--- src/sv/shdn_pkg.sv ---
package shdn_pkg;

  localparam int unsigned MAX_RING_DEF = 1023;
  localparam int unsigned RING_IN_W = 11;
  localparam int unsigned STEP_IN_W = 16;
  localparam int unsigned RING_W = 10;
  localparam int unsigned STEP_W = 13;
  localparam int unsigned DIST_W = 11;
  localparam int unsigned NB_RING_W = 11;
  localparam int unsigned SIDE_W = 3;

  // Signed width wide enough for doubled coordinates and intermediate sums.
  localparam int unsigned XY_W = 16;
  // Step after the ring adjustment: 16-bit step plus up to 3 * ring.
  localparam int unsigned WSTEP_W = 18;

  localparam logic [SIDE_W-1:0] SIDE_N  = 3'd0;
  localparam logic [SIDE_W-1:0] SIDE_NE = 3'd1;
  localparam logic [SIDE_W-1:0] SIDE_SE = 3'd2;
  localparam logic [SIDE_W-1:0] SIDE_S  = 3'd3;
  localparam logic [SIDE_W-1:0] SIDE_SW = 3'd4;
  localparam logic [SIDE_W-1:0] SIDE_NW = 3'd5;

  // Unsigned divider stage record: remainder being built, quotient bits.
  typedef struct packed {
    logic [WSTEP_W-1:0] rem;
    logic [WSTEP_W-1:0] quo;
  } div_t;

endpackage

--- src/sv/shdn_norm.sv ---
// Normalizes one hex: ring fold and saturation, then a pipelined restoring
// division of the step by 6*ring (one quotient bit per stage), then a second
// pipelined division of the principal step by ring to get sector and offset.
module shdn_norm #(
  parameter int unsigned MAX_RING = shdn_pkg::MAX_RING_DEF
) (
  input  logic                                 clk,
  input  logic signed [shdn_pkg::RING_IN_W-1:0] ring_i,
  input  logic signed [shdn_pkg::STEP_IN_W-1:0] step_i,
  input  logic                                 en_i,
  output logic [shdn_pkg::RING_W-1:0]          ring_o,
  output logic [shdn_pkg::STEP_W-1:0]          step_o,
  output logic [2:0]                           sector_o,
  output logic [shdn_pkg::RING_W-1:0]          ofs_o
);
  localparam int unsigned WS = shdn_pkg::WSTEP_W;
  localparam int unsigned RW = shdn_pkg::RING_W;
  localparam int unsigned SW = shdn_pkg::STEP_W;
  // Number of stages for the mod-6r division, one bit each.
  localparam int unsigned NQ = WS;
  // Quotient step/ring is at most 5: three bits.
  localparam int unsigned NS = 3;

  // Stage 0: fold sign and saturate.
  logic [RW-1:0]        ring0_r;
  logic                 neg0_r;
  logic [WS-1:0]        mag0_r;
  logic [RW:0]          rmag;
  logic [RW-1:0]        rsat;
  logic signed [WS:0]   st;
  logic signed [WS:0]   st_abs;

  always_comb begin
    rmag = ring_i[shdn_pkg::RING_IN_W-1] ? (RW+1)'(-ring_i) : (RW+1)'(ring_i);
    rsat = (rmag > (RW+1)'(MAX_RING)) ? RW'(MAX_RING) : rmag[RW-1:0];
    st = (WS+1)'(step_i);
    if (ring_i[shdn_pkg::RING_IN_W-1]) begin
      st = st + (WS+1)'(3 * {8'd0, rsat});
    end
    st_abs = st[WS] ? -st : st;
  end

  always_ff @(posedge clk) begin
    if (en_i) begin
      ring0_r <= rsat;
      neg0_r  <= st[WS];
      mag0_r  <= st_abs[WS-1:0];
    end
  end

  // Modulo pipeline: restoring division of |step| by 6*ring.
  logic [RW-1:0] ringq_r [NQ+1];
  logic          negq_r  [NQ+1];
  logic [WS-1:0] remq_r  [NQ+1];
  logic [WS-1:0] dvdq_r  [NQ+1];

  always_comb begin
    ringq_r[0] = ring0_r;
    negq_r[0]  = neg0_r;
    remq_r[0]  = '0;
    dvdq_r[0]  = mag0_r;
  end

  for (genvar i = 0; i < NQ; i++) begin : g_mod
    logic [WS:0]   sh;
    logic [WS:0]   dv;
    logic [WS-1:0] rn;
    always_comb begin
      dv = (WS+1)'(6 * {8'd0, ringq_r[i]});
      sh = {remq_r[i], dvdq_r[i][WS-1-i]};
      rn = (sh >= dv) ? WS'(sh - dv) : sh[WS-1:0];
    end
    always_ff @(posedge clk) begin
      if (en_i) begin
        ringq_r[i+1] <= ringq_r[i];
        negq_r[i+1]  <= negq_r[i];
        remq_r[i+1]  <= rn;
        dvdq_r[i+1]  <= dvdq_r[i];
      end
    end
  end

  // Fix the sign of the remainder.
  logic [RW-1:0] ringm_r;
  logic [SW-1:0] stepm_r;
  logic [WS-1:0] six;
  always_comb six = WS'(6 * {8'd0, ringq_r[NQ]});
  always_ff @(posedge clk) begin
    if (en_i) begin
      ringm_r <= ringq_r[NQ];
      if (ringq_r[NQ] == '0) begin
        stepm_r <= '0;
      end else if (negq_r[NQ] && remq_r[NQ] != '0) begin
        stepm_r <= SW'(six - remq_r[NQ]);
      end else begin
        stepm_r <= SW'(remq_r[NQ]);
      end
    end
  end

  // Sector pipeline: three quotient bits of step / ring.
  logic [RW-1:0] rings_r [NS+1];
  logic [SW-1:0] steps_r [NS+1];
  logic [SW-1:0] rems_r  [NS+1];
  logic [2:0]    quos_r  [NS+1];

  always_comb begin
    rings_r[0] = ringm_r;
    steps_r[0] = stepm_r;
    rems_r[0]  = stepm_r;
    quos_r[0]  = '0;
  end

  for (genvar j = 0; j < NS; j++) begin : g_sec
    logic [SW+2:0] dv;
    logic          ge;
    always_comb begin
      dv = (SW+3)'({3'd0, rings_r[j]}) << (NS-1-j);
      ge = (rings_r[j] != '0) && ((SW+3)'(rems_r[j]) >= dv);
    end
    always_ff @(posedge clk) begin
      if (en_i) begin
        rings_r[j+1] <= rings_r[j];
        steps_r[j+1] <= steps_r[j];
        rems_r[j+1]  <= ge ? SW'((SW+3)'(rems_r[j]) - dv) : rems_r[j];
        quos_r[j+1]  <= {quos_r[j][1:0], ge};
      end
    end
  end

  assign ring_o   = rings_r[NS];
  assign step_o   = steps_r[NS];
  assign sector_o = quos_r[NS];
  assign ofs_o    = rems_r[NS][RW-1:0];
endmodule

--- src/sv/shdn_geom.sv ---
// Maps both hexes to doubled x/y, then computes distance, adjacency and the
// neighbor of A converted back to ring/step over four registered stages.
module shdn_geom (
  input  logic                           clk,
  input  logic                           en_i,
  input  logic [shdn_pkg::RING_W-1:0]    ar_i,
  input  logic [2:0]                     asec_i,
  input  logic [shdn_pkg::RING_W-1:0]    aofs_i,
  input  logic [shdn_pkg::RING_W-1:0]    br_i,
  input  logic [2:0]                     bsec_i,
  input  logic [shdn_pkg::RING_W-1:0]    bofs_i,
  input  logic [shdn_pkg::SIDE_W-1:0]    side_i,
  output logic [shdn_pkg::DIST_W-1:0]    dist_o,
  output logic                           adj_o,
  output logic [shdn_pkg::NB_RING_W-1:0] nbr_o,
  output logic [shdn_pkg::STEP_W-1:0]    nbs_o
);
  localparam int unsigned XW = shdn_pkg::XY_W;
  typedef logic signed [XW-1:0] xy_t;

  function automatic logic [2*XW-1:0] to_xy(input logic [shdn_pkg::RING_W-1:0] r,
                                            input logic [2:0] sec,
                                            input logic [shdn_pkg::RING_W-1:0] o);
    xy_t x;
    xy_t y;
    xy_t rr;
    xy_t oo;
    rr = xy_t'({1'b0, r});
    oo = xy_t'({1'b0, o});
    case (sec)
      3'd0: begin x = oo <<< 1; y = (rr <<< 1) - oo; end
      3'd1: begin x = rr <<< 1; y = rr - (oo <<< 1); end
      3'd2: begin x = (rr - oo) <<< 1; y = -(rr + oo); end
      3'd3: begin x = -(oo <<< 1); y = oo - (rr <<< 1); end
      3'd4: begin x = -(rr <<< 1); y = (oo <<< 1) - rr; end
      default: begin x = (oo - rr) <<< 1; y = rr + oo; end
    endcase
    if (r == '0) begin
      x = '0;
      y = '0;
    end
    return {x, y};
  endfunction

  // Stage 1: coordinates and neighbor offset.
  xy_t ax_r, ay_r, bx_r, by_r, nx_r, ny_r;
  logic nvld_r;
  always_ff @(posedge clk) begin
    if (en_i) begin
      {ax_r, ay_r} <= to_xy(ar_i, asec_i, aofs_i);
      {bx_r, by_r} <= to_xy(br_i, bsec_i, bofs_i);
      nvld_r <= 1'b1;
      case (side_i)
        shdn_pkg::SIDE_N:  begin nx_r <= '0;         ny_r <= xy_t'(2);  end
        shdn_pkg::SIDE_NE: begin nx_r <= xy_t'(2);   ny_r <= xy_t'(1);  end
        shdn_pkg::SIDE_SE: begin nx_r <= xy_t'(2);   ny_r <= xy_t'(-1); end
        shdn_pkg::SIDE_S:  begin nx_r <= '0;         ny_r <= xy_t'(-2); end
        shdn_pkg::SIDE_SW: begin nx_r <= xy_t'(-2);  ny_r <= xy_t'(-1); end
        shdn_pkg::SIDE_NW: begin nx_r <= xy_t'(-2);  ny_r <= xy_t'(1);  end
        default: begin nx_r <= '0; ny_r <= '0; nvld_r <= 1'b0; end
      endcase
    end
  end

  // Stage 2: differences and neighbor position, snapped to a hex center.
  xy_t dx_r, dy_r, px_r, py_r;
  logic pv_r;
  xy_t ddx, ddy, qx, qy;
  always_comb begin
    ddx = ax_r - bx_r;
    ddy = ay_r - by_r;
    qx = ax_r + nx_r;
    qy = ay_r + ny_r;
    qx = qx - xy_t'({15'd0, qx[0]});
    if (qx[1]) begin
      if (!qy[0]) qy = qy - xy_t'(1);
    end else begin
      qy = qy - xy_t'({15'd0, qy[0]});
    end
  end
  always_ff @(posedge clk) begin
    if (en_i) begin
      dx_r <= ddx[XW-1] ? -ddx : ddx;
      dy_r <= ddy[XW-1] ? -ddy : ddy;
      px_r <= qx;
      py_r <= qy;
      pv_r <= nvld_r;
    end
  end

  // Stage 3: distance and adjacency; neighbor direction.
  xy_t hx;
  logic [2:0] dir;
  xy_t dd;
  logic [2:0] dir_r;
  xy_t hx_r, x3_r, y3_r;
  logic pv3_r, zero3_r;
  logic [shdn_pkg::DIST_W-1:0] dist3_r;
  logic adj3_r;
  always_comb begin
    hx = (px_r[XW-1] ? -px_r : px_r) >>> 1;
    dir = 3'((py_r < hx) ? 1 : 0) + 3'((py_r < -hx) ? 1 : 0);
    if (px_r[XW-1]) dir = 3'd5 - dir;
    dd = dx_r >>> 1;
    if (dx_r < (dy_r <<< 1)) dd = dd + ((dy_r - dd) >>> 1);
  end
  always_ff @(posedge clk) begin
    if (en_i) begin
      dist3_r <= shdn_pkg::DIST_W'(dd);
      adj3_r  <= (dx_r == '0) ? (dy_r <= xy_t'(2)) :
                 ((dx_r == xy_t'(2)) && (dy_r == xy_t'(1)));
      dir_r   <= dir;
      hx_r    <= hx;
      x3_r    <= px_r;
      y3_r    <= py_r;
      pv3_r   <= pv_r;
      zero3_r <= (px_r == '0) && (py_r == '0);
    end
  end

  // Stage 4: ring and step of the neighbor. All divisions are exact.
  xy_t rg, of, sp;
  always_comb begin
    case (dir_r)
      3'd0: begin rg = (y3_r + hx_r) >>> 1; of = hx_r; end
      3'd1: begin rg = hx_r; of = (hx_r - y3_r) >>> 1; end
      3'd2: begin rg = (x3_r - (y3_r <<< 1)) >>> 2; of = rg - hx_r; end
      3'd3: begin rg = (hx_r - y3_r) >>> 1; of = hx_r; end
      3'd4: begin rg = hx_r; of = (hx_r + y3_r) >>> 1; end
      default: begin rg = ((y3_r <<< 1) - x3_r) >>> 2; of = rg - hx_r; end
    endcase
    sp = xy_t'({13'd0, dir_r}) * rg + of;
  end
  always_ff @(posedge clk) begin
    if (en_i) begin
      dist_o <= dist3_r;
      adj_o  <= adj3_r;
      if (!pv3_r || zero3_r) begin
        nbr_o <= '0;
        nbs_o <= '0;
      end else begin
        nbr_o <= shdn_pkg::NB_RING_W'(rg);
        nbs_o <= shdn_pkg::STEP_W'(sp);
      end
    end
  end
endmodule

--- src/sv/spiral_hex_distance_neighbour.sv ---
// Hex geometry on ring/step spiral coordinates.
// A request is taken when start is high and busy is low; busy is always low
// because the pipeline never stalls, so one request enters every cycle.
// Each request gives exactly one result, shown on the out_ ports for a single
// cycle with out_valid high. The pipeline is made of the bit-serial stages:
// 18 for the modulo-6*ring reduction, three for the sector division by ring,
// plus fold, fixup and four geometry stages.
// Throughput is one request per cycle.
// The receiver cannot hold results off, so nothing backs up: each result is
// dropped from the ports after its cycle.
// A synchronous active-low reset clears the valid chain; data registers are
// not reset and any requests in flight are discarded.
module spiral_hex_distance_neighbour #(
  parameter int unsigned MAX_RING = shdn_pkg::MAX_RING_DEF
) (
  input  logic                                  clk,
  input  logic                                  rst_n,
  input  logic                                  start,
  output logic                                  busy,
  input  logic signed [shdn_pkg::RING_IN_W-1:0] in_a_ring,
  input  logic signed [shdn_pkg::STEP_IN_W-1:0] in_a_step,
  input  logic signed [shdn_pkg::RING_IN_W-1:0] in_b_ring,
  input  logic signed [shdn_pkg::STEP_IN_W-1:0] in_b_step,
  input  logic [shdn_pkg::SIDE_W-1:0]           in_side,
  output logic                                  out_valid,
  output logic [shdn_pkg::RING_W-1:0]           out_norm_ring,
  output logic [shdn_pkg::STEP_W-1:0]           out_norm_step,
  output logic [shdn_pkg::DIST_W-1:0]           out_hex_distance,
  output logic                                  out_adjacent,
  output logic [shdn_pkg::NB_RING_W-1:0]        out_nb_ring,
  output logic [shdn_pkg::STEP_W-1:0]           out_nb_step
);
  localparam int unsigned NORM_LAT = shdn_pkg::WSTEP_W + 5;
  localparam int unsigned GEOM_LAT = 4;
  localparam int unsigned LAT = NORM_LAT + GEOM_LAT;
  localparam int unsigned RW = shdn_pkg::RING_W;
  localparam int unsigned SW = shdn_pkg::STEP_W;

  logic            en;
  logic [LAT-1:0]  vld_r;
  logic [LAT-1:0]  vld_nxt;

  assign busy = 1'b0;
  assign en   = 1'b1;
  assign vld_nxt = {vld_r[LAT-2:0], start & ~busy};

  always_ff @(posedge clk) begin
    if (!rst_n) begin
      vld_r <= '0;
    end else begin
      vld_r <= vld_nxt;
    end
  end

  logic [RW-1:0] ar, br, aofs, bofs;
  logic [SW-1:0] as, bs;
  logic [2:0]    asec, bsec;

  shdn_norm #(.MAX_RING(MAX_RING)) u_norm_a (
    .clk(clk), .ring_i(in_a_ring), .step_i(in_a_step), .en_i(en),
    .ring_o(ar), .step_o(as), .sector_o(asec), .ofs_o(aofs)
  );
  shdn_norm #(.MAX_RING(MAX_RING)) u_norm_b (
    .clk(clk), .ring_i(in_b_ring), .step_i(in_b_step), .en_i(en),
    .ring_o(br), .step_o(bs), .sector_o(bsec), .ofs_o(bofs)
  );

  // Side travels alongside the normalizer.
  logic [shdn_pkg::SIDE_W-1:0] side_r [NORM_LAT+1];
  assign side_r[0] = in_side;
  for (genvar i = 0; i < NORM_LAT; i++) begin : g_side
    always_ff @(posedge clk) side_r[i+1] <= side_r[i];
  end

  // Normalized A waits for the geometry stages.
  logic [RW-1:0] nr_r [GEOM_LAT];
  logic [SW-1:0] ns_r [GEOM_LAT];
  always_ff @(posedge clk) begin
    nr_r[0] <= ar;
    ns_r[0] <= as;
    for (int k = 1; k < GEOM_LAT; k++) begin
      nr_r[k] <= nr_r[k-1];
      ns_r[k] <= ns_r[k-1];
    end
  end

  shdn_geom u_geom (
    .clk(clk), .en_i(en),
    .ar_i(ar), .asec_i(asec), .aofs_i(aofs),
    .br_i(br), .bsec_i(bsec), .bofs_i(bofs),
    .side_i(side_r[NORM_LAT]),
    .dist_o(out_hex_distance), .adj_o(out_adjacent),
    .nbr_o(out_nb_ring), .nbs_o(out_nb_step)
  );

  assign out_valid     = vld_r[LAT-1];
  assign out_norm_ring = nr_r[GEOM_LAT-1];
  assign out_norm_step = ns_r[GEOM_LAT-1];

  // Every result reports a step inside its ring.
  a_step_range: assert property (@(posedge clk) disable iff (!rst_n)
    out_valid |-> ((out_norm_ring == '0 && out_norm_step == '0) ||
                   (out_norm_step < SW'(6 * out_norm_ring))))
    else $error("normalized step out of range");

  // A request that enters the valid chain comes out of it on out_valid.
  a_latency: assert property (@(posedge clk) disable iff (!rst_n)
    vld_r[0] |-> ##(LAT-1) out_valid)
    else $error("result lost in pipeline");

  // Adjacency agrees with the distance.
  a_adj: assert property (@(posedge clk) disable iff (!rst_n)
    out_valid |-> (out_adjacent == (out_hex_distance <= 1)))
    else $error("adjacency disagrees with distance");
endmodule
--- config.mk ---
export PLATFORM = sky130hd
export DESIGN_NAME = spiral_hex_distance_neighbour
export DESIGN_NICKNAME = d
export VERILOG_FILES = /design/src/sv/shdn_pkg.sv /design/src/sv/shdn_norm.sv /design/src/sv/shdn_geom.sv /design/src/sv/spiral_hex_distance_neighbour.sv
export SDC_FILE = /design/constraint.sdc
export NUM_CORES = 2
export LEC_CHECK = 0
export ABC_AREA = 1
export BUFFER_PORTS_ARGS = -buffer_cell sky130_fd_sc_hd__buf_2
export CAP_MARGIN = 20
export CELL_PAD_IN_SITES_DETAIL_PLACEMENT = 0
export CELL_PAD_IN_SITES_GLOBAL_PLACEMENT = 2
export CORE_MARGIN = 1.5
export CORE_UTILIZATION = 43
export DETAILED_ROUTE_END_ITERATION = 16
export PLACE_DENSITY_LB_ADDON = 0.1
export SLEW_MARGIN = 20
export SYNTH_ARGS = -nofsm -noshare
export SYNTH_HDL_FRONTEND = slang
export SYNTH_SLANG_ARGS = --single-unit
--- constraint.sdc ---
create_clock -name clk -period 8.9 [get_ports clk]
set_input_delay 1.78 -clock clk [delete_from_list [all_inputs] [get_ports clk]]
set_output_delay 1.78 -clock clk [all_outputs]
set_load 0.02 [all_outputs]
After elaboration in Yosys (flattened, before gate mapping)
Memories as Yosys holds them, arrays and structs flattened. Cells that the tools add are included. W data, S select, Z words.

Bits in registers: 1987. Latch bits: 0. Bits in writable memories: 92. Memory bits (read-only): 0. Input bits: 60. Output and inout port bits: 61. Word-level logic and storage cells: 536. Memories: 2.

Memories: ns_r (words 4, bits a word 13, read ports 4, clocked after memory_dff 0, wr ports 4, RTL line spiral_hex_distance_neighbour.sv:77) `logic [SW-1:0] ns_r [GEOM_LAT];`; nr_r (words 4, bits a word 10, read ports 4, clocked after memory_dff 0, wr ports 4, RTL line spiral_hex_distance_neighbour.sv:76) `logic [RW-1:0] nr_r [GEOM_LAT];`.

Add/subtract/negate cells: 92. Multipliers: 41. Divide/modulo/power cells: 0. Magnitude comparators: 48. Equal/unequal tests: 19. Shift operators: 0. Multiplexer cells: 71. Bitwise operators: 0. Reductions and logical operators: 38.

Operator list (number): $mux W18 (36); $ge A19 B13 Y1 (34); $sub A18 B13 Y18 (34); $mul A2 B10 Y12 const A (40); $pmux W16 S5 (4); $pmux W16 S4 (2); $neg A11 Y16 (6); $mux W13 (6); $sub A16 B16 Y16 (4); $reduce_bool A10 Y1 (6); $pmux W13 S4 (1); $sub A13 B13 Y13 (4); $logic_not A16 Y1 (3); $mux W16 (3); $neg A16 Y16 (3); $sub A10 B11 Y12 (4); $sub A11 B10 Y12 (4); $sub A10 B10 Y11 (4); $logic_not A10 Y1 (4); $mux W10 (4); $mux W19 (2); $neg A18 Y18 (2); $reduce_bool A18 Y1 (2); $add A16 B13 Y17 (2); 42 further kinds (95).

Logic depth before layout (Yosys ltp)
Depth in word-level cells: 9. Mapped depth: 36.

Cells and area by module
From an unflattened synthesis, not the netlist that was laid out.

Cell total of the unflattened synthesis: 13995. Area total of the unflattened synthesis: 132412.0 um^2.

Modules (own cells, without submodules): shdn_norm (u_norm_a) (instances 1, cells an instance 5100, area each 51008.9 um^2); shdn_norm (u_norm_b) (instances 1, cells an instance 5078, area each 50968.9 um^2); shdn_geom (instances 1, cells an instance 3569, area each 26419.1 um^2); spiral_hex_distance_neighbour (instances 1, cells an instance 248, area each 4015.1 um^2).

Worst setup path before layout
OpenSTA, ideal clock, no wires.

Path kind: input to register. From: input in_a_ring[0] in the netlist's numbering. To: register u_norm_a.mag0_r[8] (netlist name). Library setup time: 0.114 ns. Data arrival time: 5.492 ns. Required time: 8.786 ns. Slack: 3.294 ns. Stages on the path: 26. Buffers on the path: 0. Cells stage by stage: inv_1 > ha_1 > or2_2 > xor2_1 > nand2_4 > o21ai_0 > inv_1 > ha_1 > or2_4 > nand3_1 > o21ai_2 > nand3_1 > nand2_1 > xor2_1 > ha_1 > a21oi_1 > nor2_1 > a211oi_1 > o211ai_1 > nand3_1 > nor2_1 > nor2_1 > inv_1 > nor2_1 > xor2_1 > inv_1.

Word-level cells in the longest chain between the ends: 9.

Ends and longest elaborated chain: from (decl) (RTL line spiral_hex_distance_neighbour.sv:20) `input logic signed [shdn_pkg::RING_IN_W-1:0] in_a_ring,`; $neg A11 Y11 (RTL line shdn_norm.sv:34) `rmag = ring_i[shdn_pkg::RING_IN_W-1] ? (RW+1)'(-ring_i) : (RW+1)'(ring_i);`; $mux W11 (*) (RTL line shdn_norm.sv:34); $gt A11 B10 Y1 (RTL line shdn_norm.sv:35) `rsat = (rmag > (RW+1)'(MAX_RING)) ? RW'(MAX_RING) : rmag[RW-1:0];`; $mux W10 (*) (RTL line shdn_norm.sv:35); via u_norm_a.rsat[2] (RTL line shdn_norm.sv:29) `logic [RW-1:0] rsat;`; $mul A2 B10 Y12 (*) (RTL line shdn_norm.sv:38) `st = st + (WS+1)'(3 * {8'd0, rsat});`; $add A16 B13 Y17 (*) (RTL line shdn_norm.sv:38); $mux W19 (*) (RTL line shdn_norm.sv:37) `if (ring_i[shdn_pkg::RING_IN_W-1]) begin`; $neg A18 Y18 (RTL line shdn_norm.sv:40) `st_abs = st[WS] ? -st : st;`; $mux W18 (*) (RTL line shdn_norm.sv:40); via u_norm_a.st_abs[8] (RTL line shdn_norm.sv:31) `logic signed [WS:0] st_abs;`.

Mark *: on every way through the listed nets, which the timed path passes. The rest lies on a longest branch. A chain may end at the register's enable or synchronous reset.

Worst setup path after layout
From: register u_geom.dir_r[0]. To: register u_geom.nbs_o[12] in the netlist's numbering.

Word-level cells in the longest chain between the ends: 5.

Ends and longest elaborated chain: from (decl) (RTL line shdn_geom.sv:95) `logic [2:0] dir_r;`; from (signal assigned) (RTL line shdn_geom.sv:112) `dir_r <= dir;`; $eq A3 B1 Y1 or $eq A3 B3 Y1 (tied branches) (RTL line shdn_geom.sv:124) `case (dir_r)`; $reduce_or A2 Y1 (no source line); $pmux W16 S4 (RTL line shdn_geom.sv:124); $mul A4 B16 Y13 (RTL line shdn_geom.sv:132) `sp = xy_t'({13'd0, dir_r}) * rg + of;`; $add A13 B13 Y13 (*) (RTL line shdn_geom.sv:132); to (signal assigned) (RTL line shdn_geom.sv:143) `nbs_o <= shdn_pkg::STEP_W'(sp);`; to (decl) (RTL line shdn_geom.sv:16) `output logic [shdn_pkg::STEP_W-1:0] nbs_o`.

Mark *: on every way between the ends. The rest lies on a longest branch, timed or not.

==> results.sh <==
export IMPL_endpoint_kind="flip-flop"
export IMPL_post_cts_buffers=0
export IMPL_dieHeight_um=508
export IMPL_r2r_end="u_geom.nbs_o[12]"
export IMPL_vias=84503
export IMPL_critPathKind="flip-flop to flip-flop"
export IMPL_num_io_pins=121
export IMPL_grt_overflow_total=0
export IMPL_synth_edf_count=0
export IMPL_ys_seq_area_frac=0.372
export IMPL_grt_max_degree=28
export IMPL_gp_congestion=0.892
export IMPL_synth_cell_types=87
export IMPL_worstMarginPinSlew_ns=1.09
export IMPL_start_kind="flip-flop"
export IMPL_regToRegStartpoint="u_geom.dir_r[0]"
export IMPL_maxClockFrequency_mhz=167
export IMPL_die_w_um=508
export IMPL_finalHoldViolCount=0
export IMPL_grt_total_usage=0.215
export IMPL_reg2regPathDepth=27
export IMPL_coreArea_mm2=0.254
export IMPL_drt_pass1_iter_count=5
export IMPL_grt_setup_unrepaired="no"
export IMPL_min_delay_path_depth=0
export IMPL_slowest_delay_ns=0.78
export IMPL_worstPathRequired_ns=9.65
export IMPL_yosysWarnings=0
export IMPL_min_period_over_period=0.672
export IMPL_grt_pass1_vias=83892
export IMPL_start_util=0.432
export IMPL_async_flop_share=0
export IMPL_cts_resized_gates=0
export IMPL_holdPathEnd="u_norm_a.dvdq_r[301]"
export IMPL_placed_cell_area_mm2=0.114
export IMPL_clk_latency_ns=0.89
export IMPL_vias_per_cell=4.96
export IMPL_cts_tree="done"
export IMPL_antenna_found_initial=8
export IMPL_hold_class="flip-flop to flip-flop"
export IMPL_ys_ff_latch=2037
export IMPL_ctsHoldBuffers=0
export IMPL_fin_cells=17043
export IMPL_setup_violations=0
export IMPL_clock_sinks=2037
export IMPL_maxSlewViolCount=0
export IMPL_hp_start="u_norm_a.dvdq_r[319]"
export IMPL_port_buffers=119
export IMPL_routed_wl_um=280000
export IMPL_drive_gt1_frac=0.0584
export IMPL_clock_skew_ns=0.0720
export IMPL_cts_buffers=223
export IMPL_setup_tns_ns=0
export IMPL_area_growth_pct=11.2
export IMPL_drc=0
export IMPL_fillers=24764
export IMPL_clock_root_buffer="clkbuf_16"
export IMPL_h_tree_depth=4
export IMPL_drtAntennaViolNets=0
export IMPL_ys_flop_type="dfxtp_1"
export IMPL_clockBufferDepth=3
export IMPL_path_buf_inv=8
export IMPL_crit_family="adder cells"
export IMPL_cp_arrival_ns=6.73
export IMPL_cpMaxStageDelayCell="o41ai_1"
export IMPL_maxCapViolations=0
export IMPL_worstPathMaxFanout=12
export IMPL_rows=185
export IMPL_synthesis_area_mm2=0.110
export IMPL_syn_inst=13266
export IMPL_grt_pass1_wl_um=448000
export IMPL_fp_dieArea_mm2=0.258
export IMPL_final_area_mm2=0.122
export IMPL_fin_nets=14987
export IMPL_min_period_ns=5.98
export IMPL_first_iter_violations=4068
export IMPL_place_inst=16621
export IMPL_r2r_setup_slack_ns=2.92
export IMPL_dp_hpwl_um=227000
export IMPL_relSlewSlack=0.273
export IMPL_clk_pin_slew_ns=0.06
export IMPL_wl_per_cell_um=16.4
export IMPL_timing_critical_path_mode_cell="inv_1"
export IMPL_status="finished, final reports clean"
export IMPL_syn_area_per_cell_um2=8.26
-- worst max path at each step --
| stage | start | endpoint | slack (ns) | depth (start not counted) |
|---|---|---|---|---|
| global route | u_geom.y3_r[1] | u_geom.nbs_o[12] | 2.30 | 30 |
| floorplan | in_a_ring[0] | u_norm_a.mag0_r[8] | 3.29 | 26 |
| finish | u_geom.dir_r[0] | u_geom.nbs_o[12] | 2.92 | 27 |
| CTS | u_geom.y3_r[1] | u_geom.nbs_o[12] | 2.93 | 30 |
| detailed placement | in_a_ring[10] | u_norm_a.mag0_r[10] | 2.04 | 27 |
| global placement | in_a_ring[10] | u_norm_a.mag0_r[13] | 1.98 | 30 |
-- cells in the final DEF, fill, tap and decap left out, types with 119 or more instances in the layout --
cell / n
xor2_1: 663
buf_2: 119
clkbuf_16: 223
ha_1: 1321
a21oi_1: 1148
fa_1: 125
nand3_1: 423
o21bai_1: 153
nor2_1: 662
nor3_1: 132
dfxtp_1: 2037
inv_1: 1825
xnor2_1: 398
o21ai_0: 889
nand2_1: 2264
nand4_1: 142
-- worst reg2reg max path: stages, from the launching register on --
cell and delay (ns):
dfxtp_1 0.48, inv_1 0.24, nor2_1 0.08, inv_1 0.11
nor2_1 0.05, buf_4 0.21, inv_1 0.19, nand2_2 0.20
inv_1 0.28, nor2_1 0.07, o41ai_1 0.78, nor2_1 0.09
ha_1 0.30, inv_1 0.05, fa_1 0.50, fa_1 0.55
inv_1 0.04, ha_1 0.34, a21o_1 0.18, a31oi_1 0.22
inv_1 0.15, nand3_1 0.10, o2111ai_1 0.14, xor2_1 0.18
xnor2_1 0.20, nand2_1 0.07, nand2_1 0.05, nor2_1 0.03
-- final cells by class --
class	instances	area (µm²)	share of cell area
timing repair buffer	141	761	0.00624
antenna	2	5.00	0.0000411
clock buffer	264	5940	0.0488
sequential	2037	40800	0.335
tap	3366	4210	0.0346
clock inverter	155	2260	0.0186
multi-input combinational	9226	60900	0.500
inverter	1852	6950	0.0571
-- synth_stat cells (16+ instances only) --
library cell	n	area, µm²
a21boi_1	16	120
a21o_1	65	488
a21oi_1	1148	5750
a21oi_2	16	140
a221oi_1	30	263
a31oi_1	69	432
and2_1	26	163
and3_1	31	194
buf_2	65	325
buf_4	27	203
buf_6	19	214
clkbuf_1	49	184
dfxtp_1	2037	40800
fa_1	125	2500
ha_1	1321	16500
inv_1	1825	6850
inv_2	22	82.6
nand2_1	2264	8500
nand3_1	423	2120
nand3b_1	21	158
nand4_1	142	888
nor2_1	662	2480
nor2_2	28	175
nor3_1	132	661
nor4_1	68	425
o2111ai_1	28	245
o211ai_1	17	128
o21a_1	28	210
o21ai_0	889	4450
o21ai_1	104	521
o21ai_2	25	219
o21bai_1	153	1150
o221ai_1	20	175
o22ai_1	17	106
or2_2	70	438
xnor2_1	398	3490
xor2_1	663	5810
-- registers in the layout, summed over array words and instances, names as in the netlist, 20 cells and up --
signal and flops:
side_r 69, u_norm_a.g_sec.dv 20, u_norm_b.dvdq_r 153, nr_r 40
u_norm_b.rems_r 26, u_norm_a.rems_r 23, u_norm_a.ringq_r 180, u_norm_b.g_mod.sh 302
vld_r 27, u_norm_a.steps_r 26, u_norm_a.dvdq_r 153, u_norm_a.g_mod.sh 302
u_norm_b.ringq_r 180, ns_r 52, u_norm_b.g_sec.dv 20
-- routing by layer --
metal  routed length (µm)  share of wire  track usage
met1               134000           0.48        0.286
met2               130000           0.47        0.367
met3                 8620          0.031       0.0250
met4                 6780          0.024       0.0586
met5                   28        0.00010            0
-- per-stage QoR --
step	worst slack [ns]	util	hold slack (ns)
floorplan	3.29	-	0.310
global placement	1.98	0.448	0.310
detailed placement	2.04	0.448	0.312
CTS	2.93	0.480	0.270
global route	2.30	0.480	0.285
finish	2.92	0.480	0.269
-- logic make-up after synthesis --
| logic type | after synthesis | synth area share |
|---|---|---|
| and+or+nand+nor | 3952 | 0.155 |
| AOI/OAI and AO/OA | 2735 | 0.140 |
| DFF | 2037 | 0.372 |
| buffers and inverters | 2022 | 0.0724 |
| adders and majority gates | 1446 | 0.174 |
| xor gates and xnor gates | 1068 | 0.0859 |
| muxes | 4 | 0.000411 |
| other | 2 | 0.0000685 |
Power is left out: the tool's default activity adds up to more than one toggle a clock period on the data nets, which glitch-free logic cannot reach.
